`src/rtl/boa_pkg.sv`:
```
// Shared types, opcodes and status codes for the bounded ordered array unit.
// No dependencies; imported by the cell and the top level.
package boa_pkg;

  localparam int unsigned DEPTH_DEF     = 64;
  localparam int unsigned ITEM_BITS_DEF = 32;
  localparam int unsigned LIMIT_W       = 7;
  localparam logic [LIMIT_W-1:0] LIMIT_RST = 7'd64;

  localparam logic [2:0] OP_APPEND    = 3'd0;
  localparam logic [2:0] OP_INSERT    = 3'd1;
  localparam logic [2:0] OP_REMOVE    = 3'd2;
  localparam logic [2:0] OP_OVERWRITE = 3'd3;
  localparam logic [2:0] OP_READ      = 3'd4;
  localparam logic [2:0] OP_FIND      = 3'd5;
  localparam logic [2:0] OP_CLEAR     = 3'd6;

  localparam logic [1:0] ST_OK       = 2'd0;
  localparam logic [1:0] ST_FULL     = 2'd1;
  localparam logic [1:0] ST_RANGE    = 2'd2;
  localparam logic [1:0] ST_NOTFOUND = 2'd3;

  localparam logic [1:0] COP_NONE   = 2'd0;
  localparam logic [1:0] COP_WRITE  = 2'd1;
  localparam logic [1:0] COP_INSERT = 2'd2;
  localparam logic [1:0] COP_REMOVE = 2'd3;

  typedef struct packed {
    logic [2:0]  opcode;
    logic [6:0]  position;
    logic [31:0] item_value;
  } req_t;

  typedef struct packed {
    logic [1:0]  status;
    logic [5:0]  found_position;
    logic [31:0] read_value;
    logic [6:0]  item_count;
  } rsp_t;

  typedef struct packed {
    logic [1:0] cop;
    logic       find;
  } cell_ctl_t;

endpackage

```
`src/rtl/boa_cell.sv`:
```
// One array cell: holds one item, shifts with its neighbours and ripples the
// first-match carry towards the top of the chain. Depends on boa_pkg.
module boa_cell #(
  parameter int unsigned DEPTH     = boa_pkg::DEPTH_DEF,
  parameter int unsigned ITEM_BITS = boa_pkg::ITEM_BITS_DEF
) (
  input  logic                         clk_i,
  input  logic [$clog2(DEPTH)-1:0]     cell_idx_i,
  input  boa_pkg::cell_ctl_t           ctl_i,
  input  logic [$clog2(DEPTH)-1:0]     pos_i,
  input  logic [$clog2(DEPTH+1)-1:0]   count_i,
  input  logic [ITEM_BITS-1:0]         value_i,
  input  logic [ITEM_BITS-1:0]         lower_i,
  input  logic [ITEM_BITS-1:0]         upper_i,
  output logic [ITEM_BITS-1:0]         entry_o,
  input  logic                         hit_i,
  input  logic [$clog2(DEPTH)-1:0]     hit_idx_i,
  input  logic [ITEM_BITS-1:0]         hit_data_i,
  output logic                         hit_o,
  output logic [$clog2(DEPTH)-1:0]     hit_idx_o,
  output logic [ITEM_BITS-1:0]         hit_data_o
);
  import boa_pkg::*;

  localparam int unsigned IDX_W = $clog2(DEPTH);
  localparam int unsigned CNT_W = $clog2(DEPTH+1);

  logic [ITEM_BITS-1:0] entry_q, entry_d;
  logic                 hit_q;
  logic [IDX_W-1:0]     hit_idx_q;
  logic [ITEM_BITS-1:0] hit_data_q;
  logic [CNT_W-1:0]     idx_w, idx_p1;
  logic                 eq_pos, gt_pos, lt_cnt, le_cnt, own_hit;

  assign idx_w  = CNT_W'(cell_idx_i);
  assign idx_p1 = idx_w + CNT_W'(1);
  assign eq_pos = (cell_idx_i == pos_i);
  assign gt_pos = (cell_idx_i > pos_i);
  assign lt_cnt = (idx_w < count_i);
  assign le_cnt = (idx_w <= count_i);

  always_comb begin
    entry_d = entry_q;
    unique case (ctl_i.cop)
      COP_WRITE: begin
        if (eq_pos) entry_d = value_i;
      end
      COP_INSERT: begin
        if (eq_pos) entry_d = value_i;
        else if (gt_pos && le_cnt) entry_d = lower_i;
      end
      COP_REMOVE: begin
        if ((eq_pos || gt_pos) && (idx_p1 < count_i)) entry_d = upper_i;
      end
      default: begin
        entry_d = entry_q;
      end
    endcase
  end

  assign own_hit = ctl_i.find ? (lt_cnt && (entry_q == value_i)) : eq_pos;

  always_ff @(posedge clk_i) begin
    entry_q <= entry_d;
    if (hit_i) begin
      hit_q      <= 1'b1;
      hit_idx_q  <= hit_idx_i;
      hit_data_q <= hit_data_i;
    end else begin
      hit_q      <= own_hit;
      hit_idx_q  <= cell_idx_i;
      hit_data_q <= entry_q;
    end
  end

  assign entry_o    = entry_q;
  assign hit_o      = hit_q;
  assign hit_idx_o  = hit_idx_q;
  assign hit_data_o = hit_data_q;

endmodule

```
`config.mk`:
```
export PLATFORM = sky130hd
export DESIGN_NAME = boa_cell
export DESIGN_NICKNAME = d
export VERILOG_FILES = /design/src/rtl/boa_pkg.sv /design/src/rtl/boa_cell.sv
export SDC_FILE = /design/constraint.sdc
export NUM_CORES = 1
export LEC_CHECK = 0
export CORE_MARGIN = 2
export CORE_UTILIZATION = 30
export CTS_CLUSTER_SIZE = 28
export DETAILED_ROUTE_END_ITERATION = 12
export DONT_BUFFER_PORTS = 1
export PLACE_DENSITY_LB_ADDON = 0.08
export REMOVE_ABC_BUFFERS = 1
export SLEW_MARGIN = 20
export SYNTH_ARGS = -nofsm -noshare
export SYNTH_HDL_FRONTEND = slang
export SYNTH_SLANG_ARGS = --single-unit
```
`constraint.sdc`:
```
create_clock -name clk_i -period 6.4 [get_ports clk_i]
set_input_delay 0.32 -clock clk_i [delete_from_list [all_inputs] [get_ports clk_i]]
set_output_delay 0.32 -clock clk_i [all_outputs]
set_load 0.03 [all_outputs]
```
## Word level (Yosys, flattened, before mapping)

Cells that the tools add are included.

- Flip-flop bits (word level): 71
- Bits of input ports: 158
- Output and inout port bits: 71
- Word-level logic and storage cells: 31

- Add/sub/neg operators: 1
- Magnitude comparators: 4
- Eq/ne operators: 8
- Muxes and demuxes: 8
- Reduce and logical (&&, ||, !) cells: 6

Operators with widths:

| cell | number |
|---|---|
| $mux 32 | 5 |
| $pmux 32 s3 | 1 |
| $eq 32x32->1 | 1 |
| $add 6x1->7 const B | 1 |
| $le 6x7->1 | 1 |
| $lt 6x7->1 | 1 |
| $lt 7x7->1 | 1 |
| $eq 6x6->1 | 1 |
| $gt 6x6->1 | 1 |
| $mux 6 | 1 |
| $eq 2x2->1 const B | 2 |
| $ne 2x2->1 const B | 2 |
| $reduce_and 4->1 | 1 |
| $logic_and 1x1->1 | 3 |
| $ne 3x3->1 const B | 1 |
| $reduce_bool 3->1 | 1 |
| $eq 2x1->1 const B | 1 |
| $logic_or 1x1->1 | 1 |
| $mux 1 | 1 |

## Longest topological paths before layout

Gate-level depths: netlist of run 1.

- Depth after elaboration: 5
- Mapped depth: 8
- Depth with buffers taken out: 8

## Least setup slack after synthesis of run 1

No wires, ideal clock.

- Path kind: input-to-reg
- Start: input port cell_idx_i[0]
- End: register entry_q[0] (netlist: entry_o[0]) (enable)
- Library setup time: 0.501 ns
- Data arrival time: 4.438 ns
- Data required time: 5.899 ns
- Setup slack: 1.461 ns
- Stages: 7
- Path buffers: 0
- Cell sequence: ha_1 -> ha_1 -> nor2b_1 -> o21a_1 -> o2111ai_1 -> a21oi_1 -> nor4_1

- Word-level cells in the longest chain between the ends: 5
- Elaborated cells on any way between the ends: 12
- Those cells by class: add/sub (1); order compare (3); eq/ne (4); reduce/logical (4)

Ends and longest elaborated chain:

| what | line | text |
|---|---|---|
| start: declaration | boa_cell.sv:8 | `input logic [$clog2(DEPTH)-1:0] cell_idx_i,` |
| $add 6x1->7 (tied with other cells) | boa_cell.sv:36 | `assign idx_p1 = idx_w + CNT_W'(1);` |
| $lt 7x7->1 / $logic_or 1x1->1 (equally long branches) | boa_cell.sv:53 | `if ((eq_pos \|\| gt_pos) && (idx_p1 < count_i)) entry_d = upper_i;` |
| $logic_and 1x1->1 | boa_cell.sv:53 |  |
| $ne 2x2->1 (no line) | -- |  |
| $reduce_and 4->1 (no line) (*) | -- |  |
| end signal: assignment | boa_cell.sv:64 | `entry_q <= entry_d;` |
| end: declaration | boa_cell.sv:28 | `logic [ITEM_BITS-1:0] entry_q, entry_d;` |

Every way passes the cells marked *; elsewhere a longest branch is shown, timed or not.
A chain may end at the register's enable or synchronous reset.

## Worst setup path after layout of run 1

- Start: input port pos_i[3]
- End: register entry_q[16] (netlist: entry_o[16]) (enable)

- Word-level cells in the longest chain between the ends: 5
- Elaborated cells on any way between the ends: 9
- Those cells by class: order compare (1); eq/ne (4); reduce/logical (4)

Ends and longest elaborated chain:

| what | line | text |
|---|---|---|
| start: declaration | boa_cell.sv:10 | `input logic [$clog2(DEPTH)-1:0] pos_i,` |
| $gt 6x6->1 / $eq 6x6->1 (equally long branches) | boa_cell.sv:38, boa_cell.sv:37 |  |
| $logic_or 1x1->1 | boa_cell.sv:53 |  |
| $logic_and 1x1->1 | boa_cell.sv:53 |  |
| $ne 2x2->1 (no line) | -- |  |
| $reduce_and 4->1 (no line) (*) | -- |  |

Marks and branches as above.

==> flow_metrics.env, run 1 <==
export IMPL_status="completed"
export IMPL_p_per_area_mw_per_mm2=311
export IMPL_htreeDepth=3
export IMPL_grt_pass1_wl_mm=16.5
export IMPL_hold_viol=0
export IMPL_synthCells=345
export IMPL_die_area_mm2=0.0134
export IMPL_grt_overflow=0
export IMPL_clk_latency_ns=0.33
export IMPL_place_area_mm2=0.00389
export IMPL_final_max_slew_viol_count=0
export IMPL_dr_pass1_iters=4
export IMPL_hpwl_mm=8.33
export IMPL_whs_ns=0.115
export IMPL_path_clk_slew_ns=0.06
export IMPL_hold_path_depth=1
export IMPL_fmax_mhz=432
export IMPL_crit_slowest_cell="nand3_4"
export IMPL_reg2reg_depth=5
export IMPL_r2r_slack_ns=4.50
export IMPL_yosysUniqueCellTypes=31
export IMPL_finalCritPeriodShare_pct=36.1
export IMPL_busiest_layer="met2"
export IMPL_rsz0062_at_grt="no"
export IMPL_synth_area_mm2=0.00376
export IMPL_use_met3_pct=5.96
export IMPL_wl_per_cell_um=22.4
export IMPL_cts_tree="built"
export IMPL_path_cells="inv_1 -> ha_1 -> and4_1 -> nand3_4 -> nor2_1 -> o21ai_0 -> nor4_2 -> buf_4"
export IMPL_die_h_um=116
export IMPL_r2r_start="entry_o[14]"
export IMPL_synth_warnings=0
export IMPL_critPathKind="in2reg"
export IMPL_postCtsSetupRepairBufs=0
export IMPL_setup_violations=0
export IMPL_peakVddDrop_v=0.000124
export IMPL_grt_use_total_pct=16.6
export IMPL_synth_seq_cells=71
export IMPL_die_w_um=116
export IMPL_postSynthAreaPerCell_um2=10.9
export IMPL_synth_edf_count=32
export IMPL_drc=0
export IMPL_end_kind="flip-flop"
export IMPL_drt_wl_total_mm=11.5
export IMPL_rows=40
export IMPL_cp_top_family="simple AND/OR/NAND/NOR gates"
export IMPL_cts_max_path_buffers=2
export IMPL_use_met2_pct=27.1
export IMPL_slowest_delay_ns=0.42
export IMPL_diodes=0
export IMPL_drtIter0Drc=138
export IMPL_min_from="hit_i"
export IMPL_grt_start_max_net_pins=41
export IMPL_async_flop_share_pct=0
export IMPL_dp_cells=496
export IMPL_grt_pass1_vias=2996
export IMPL_ios=229
export IMPL_route_vias_total=2841
export IMPL_final_area_mm2=0.00418
export IMPL_cts_sink_count=71
export IMPL_startpoint_type="input pin"
export IMPL_n_fill_cell=1272
export IMPL_r2r_end="hit_o"
export IMPL_finalClockSkew_ns=0.00536
export IMPL_path_buf_inv=2
export IMPL_cts_buffers=9
export IMPL_p_total_mw=1.30
export IMPL_ys_flop_type="dfxtp_1"
export IMPL_core_area_mm2=0.0121
export IMPL_hold_end="hit_idx_o[0]"
export IMPL_clock_root_buffer="clkbuf_16"
export IMPL_timing_setup_tns_ns=0
export IMPL_ant_nets=0
export IMPL_ys_seq_area_share_pct=46.3
export IMPL_antenna_found_initial=0
export IMPL_gp_congestion=0.785
export IMPL_required_ns=6.42
export IMPL_drv_cap=0
export IMPL_fin_nets=517
export IMPL_crit_fanout=36
export IMPL_final_cells=512
export IMPL_drive_gt1_share_pct=16.9
export IMPL_hold_path_class="in2reg"
export IMPL_critPathArrivalTime_ns=2.33
export IMPL_fin_crit_ns=2.31
export IMPL_port_buffers=0
export IMPL_syn2layout_area_growth_pct=11.2
export IMPL_avgViaCountPerCell=5.55
export IMPL_initial_core_util_pct=31.0
export IMPL_slew_headroom_pct=53.2
export IMPL_ctsResizeCount=0
export IMPL_leakagePower_nw=1.51
export IMPL_ctsHoldBuffers=0
export IMPL_grt_met1_usage_pct=20.0
export IMPL_worst_pin_slew_ns=0.700
[cell usage after synthesis, types with 6 or more instances]
cell	n	area share, %
a21oi_1	38	5.1
buf_2	7	0.93
clkbuf_1	10	1.0
dfxtp_1	39	21
edfxtp_1	32	26
ha_1	20	6.7
inv_1	13	1.3
mux2_2	37	11
nand3_1	7	0.93
nand4_1	6	1.0
o22ai_1	64	11
xnor2_1	20	4.7
xor2_1	16	3.7
[area by class of cell]
type | instances | area (µm²) | area share [%]
Tap cell | 168 | 210 | 5.03
Multi-Input combinational cell | 241 | 1870 | 44.7
Clock inverter | 6 | 60.1 | 1.44
Inverter | 13 | 48.8 | 1.17
Timing Repair Buffer | 3 | 22.5 | 0.539
Clock buffer | 10 | 229 | 5.48
Sequential cell | 71 | 1740 | 41.7
[logic make-up (layout without fill, tap and decap cells)]
| group | Yosys count | after routing | share of synthesized area [%] |
|---|---|---|---|
| compound gates | 113 | 113 | 17.7 |
| flops | 71 | 71 | 46.3 |
| mux | 37 | 37 | 11.1 |
| xor+xnor | 36 | 36 | 8.39 |
| simple gates | 35 | 35 | 5.72 |
| buf+inv | 33 | 32 | 4.13 |
| fa+ha+maj | 20 | 20 | 6.66 |
[how the worst max path moves through the flow]
stage                        to      from  depth (start not counted)
finish              entry_o[16]  pos_i[3]                          8
global route        entry_o[15]  pos_i[4]                          8
CTS                 entry_o[15]  pos_i[3]                          8
detailed placement   entry_o[8]  pos_i[5]                          8
global placement    entry_o[21]  pos_i[5]                          8
floorplan            entry_o[0]  pos_i[5]                          7
[state kept, by name (all words and copies together) (netlist names)]
name	cells
entry_o	32
hit_data_o	32
hit_idx_o	6
hit_o	1
[report_power, final]
group          internal, mW  total (mW)  leakage, nW  switching (mW)
registers             0.532       0.666        0.634           0.133
clock network         0.300       0.493        0.140           0.193
logic                0.0747       0.142        0.734          0.0674
total                 0.907        1.30         1.51           0.393
[stage by stage]
step | util [%] | setup slack [ns]
final | 34.5 | 4.09
after global routing | 34.5 | 3.95
after CTS | 34.5 | 4.11
after detailed placement | 32.1 | 3.76
after global placement | 32.1 | 3.81
after floorplan | - | 1.38
[layer usage]
metal	routed length [µm]	share of wire (%)
met4	177	1.5
met1	4790	42
met5	0	0
met2	5560	48
met3	949	8.3
[cell usage in the layout, fill, tap and decap left out, types with 2 or more instances in the layout]
cell type  Yosys  routed
mux2_2        37      37
nor3_1         2       2
inv_1         13      12
nand4_1        6       6
nand3_1        7       7
clkbuf_16      0       9
nand2_1        2       2
nor4_1         5       4
clkinv_2       0       2
nor2_1         4       4
edfxtp_1      32      32
and3_1         2       2
buf_4          0       3
ha_1          20      20
dfxtp_1       39      39
a21o_1         4       4
xnor2_1       20      20
o21ai_0        4       4
o22ai_1       64      64
xor2_1        16      16
a21oi_1       38      38
[worst reg2reg max path, cell delays in order, from the launching register on]
cell	delay [ns]
edfxtp_1	0.56
xnor2_1	0.23
nand4_1	0.16
nor4_1	0.56
nand4_1	0.14
o21ai_0	0.18
Note: power is estimated with default switching activity, not from simulation.
==> inputs of run 2 (changes only) <==
- clock period: 6.4 -> 2.3 ns (I/O delays scaled with it)
==> run 2 against run 1 <==
  * Clock power increased to 2.5 times the previous value
  * Largest power group unchanged
  * Flip-flop and latch count unchanged
  * Highest routed layer unchanged
  * Global-route usage increased by 1.1 points
  * Final area increased by 12%
  * Critical path type is now reg2reg
==> flow_metrics.env, run 2 (same netlist as run 1, synthesis figures left out) <==
export IMPL_busiest_layer="met2"
export IMPL_die_w_um=116
export IMPL_final_max_slew_viol_count=0
export IMPL_dr_pass1_iters=6
export IMPL_final_area_mm2=0.00467
export IMPL_syn2layout_area_growth_pct=24.3
export IMPL_grt_pass1_vias=3238
export IMPL_postCtsSetupRepairBufs=0
export IMPL_end_kind="flip-flop"
export IMPL_cts_buffers=9
export IMPL_seqCellArea_mm2=0.00174
export IMPL_p_total_mw=3.59
export IMPL_initial_core_util_pct=31.0
export IMPL_crit_slowest_cell="nor4_1"
export IMPL_fmax_mhz=513
export IMPL_finalCritPeriodShare_pct=84.8
export IMPL_hold_viol=0
export IMPL_fin_nets=568
export IMPL_drc=0
export IMPL_dp_cells=499
export IMPL_leakagePower_nw=1.72
export IMPL_htreeDepth=3
export IMPL_cts_tree="built"
export IMPL_multi_input_area_mm2=0.00187
export IMPL_ant_nets=0
export IMPL_core_area_mm2=0.0121
export IMPL_ios=229
export IMPL_slew_headroom_pct=57.8
export IMPL_final_cell_mix="o22ai_1 (64), dlygate4sd3_1 (47), dfxtp_1 (39)"
export IMPL_grt_use_total_pct=17.7
export IMPL_diodes=0
export IMPL_cts_sink_count=71
export IMPL_crit_fanout=3
export IMPL_fin_crit_ns=1.95
export IMPL_p_per_area_mw_per_mm2=768
export IMPL_grt_overflow=0
export IMPL_fin_ws_ns=0.349
export IMPL_antenna_found_initial=0
export IMPL_route_vias_total=3027
export IMPL_worst_pin_slew_ns=0.627
export IMPL_path_cells="xnor2_1 -> nand4_1 -> nor4_1 -> nand4_1 -> o21ai_0"
export IMPL_n_fill_cell=1251
export IMPL_peakVddDrop_v=0.000304
export IMPL_setup_violations=0
export IMPL_port_buffers=0
export IMPL_grt_start_max_net_pins=39
export IMPL_startpoint_type="flip-flop"
export IMPL_avgViaCountPerCell=5.38
export IMPL_finalClockSkew_ns=0.00620
export IMPL_cts_max_path_buffers=2
export IMPL_slowest_delay_ns=0.60
export IMPL_clock_root_buffer="clkbuf_16"
export IMPL_die_h_um=116
export IMPL_hold_path_depth=3
export IMPL_path_clk_slew_ns=0.06
export IMPL_drive_gt1_share_pct=14.9
export IMPL_hold_path_class="in2reg"
export IMPL_die_area_mm2=0.0134
export IMPL_critPathKind="reg2reg"
export IMPL_drt_wl_total_mm=12.1
export IMPL_grt_pass1_wl_mm=17.5
export IMPL_final_common_cell="o22ai_1"
export IMPL_drtIter0Drc=127
export IMPL_wl_per_cell_um=21.6
export IMPL_critPathArrivalTime_ns=2.22
export IMPL_use_met2_pct=29.2
export IMPL_rows=40
export IMPL_use_met3_pct=5.96
export IMPL_gp_congestion=0.706
export IMPL_ctsResizeCount=0
export IMPL_crit_top_cell="nand4_1"
export IMPL_place_ws_ns=0.130
export IMPL_required_ns=2.57
export IMPL_rsz0062_at_grt="no"
export IMPL_crit_cells=5
export IMPL_place_area_mm2=0.00392
export IMPL_final_cells=563
export IMPL_grt_met1_usage_pct=20.9
export IMPL_reg2reg_depth=5
export IMPL_clk_latency_ns=0.34
export IMPL_cp_top_family="simple AND/OR/NAND/NOR gates"
export IMPL_drv_cap=0
export IMPL_hpwl_mm=8.40
export IMPL_path_buf_inv=0
export IMPL_status="completed"
-- run 2: power breakdown --
part	leakage (nW)	total [mW]	switching (mW)	internal [mW]
combinational	0.957	0.483	0.213	0.269
sequential	0.634	1.85	0.371	1.48
clock	0.128	1.25	0.532	0.721
total	1.72	3.59	1.12	2.47
-- run 2: final timing paths --
kind          startpoint  slack [ns]             to
max reg2reg  entry_o[14]        0.35          hit_o
min          value_i[28]        0.03          hit_o
max          entry_o[14]        0.35          hit_o
min reg2reg   entry_o[5]        0.80  hit_data_o[5]
-- run 2: cell type report --
| cell class | instances | share of cell area, % |
|---|---|---|
| sequential | 71 | 37.3 |
| multi-input combinational | 241 | 40.0 |
| clock inverter | 5 | 0.562 |
| clock buffer | 11 | 4.98 |
| tap | 168 | 4.50 |
| timing repair buffer | 54 | 11.6 |
| inverter | 13 | 1.04 |
-- run 2: layer usage --
layer  wire, µm  vias up
met5          0        -
met4        233        0
met3       1050       16
met2       6020      156
met1       4830     1437
li1           -     1418
-- run 2: timing repair --
item | 4_1_cts | 5_1_grt
hold buffers | 48 | 0
hold endpoints to repair | 39 | 0
endpoints found under the setup margin | 0 | 0
-- run 2: tightest hold or removal path: cells and delay by family --
kind	cells	cell delay, ns
xor gates and xnor gates	1	0.05
AOI/OAI and AO/OA	1	0.08
and+or+nand+nor	1	0.08
-- run 2: stage by stage --
stage | hold slack, ns | util (%) | TNS [ns]
2_1_floorplan | 0.218 | - | -80.55
3_3_place_gp | 0.235 | 32.3 | 0
3_5_place_dp | 0.240 | 32.3 | 0
4_1_cts | 0.0181 | 38.6 | 0
5_1_grt | 0.0265 | 38.6 | 0
6_report | 0.0287 | 38.6 | 0
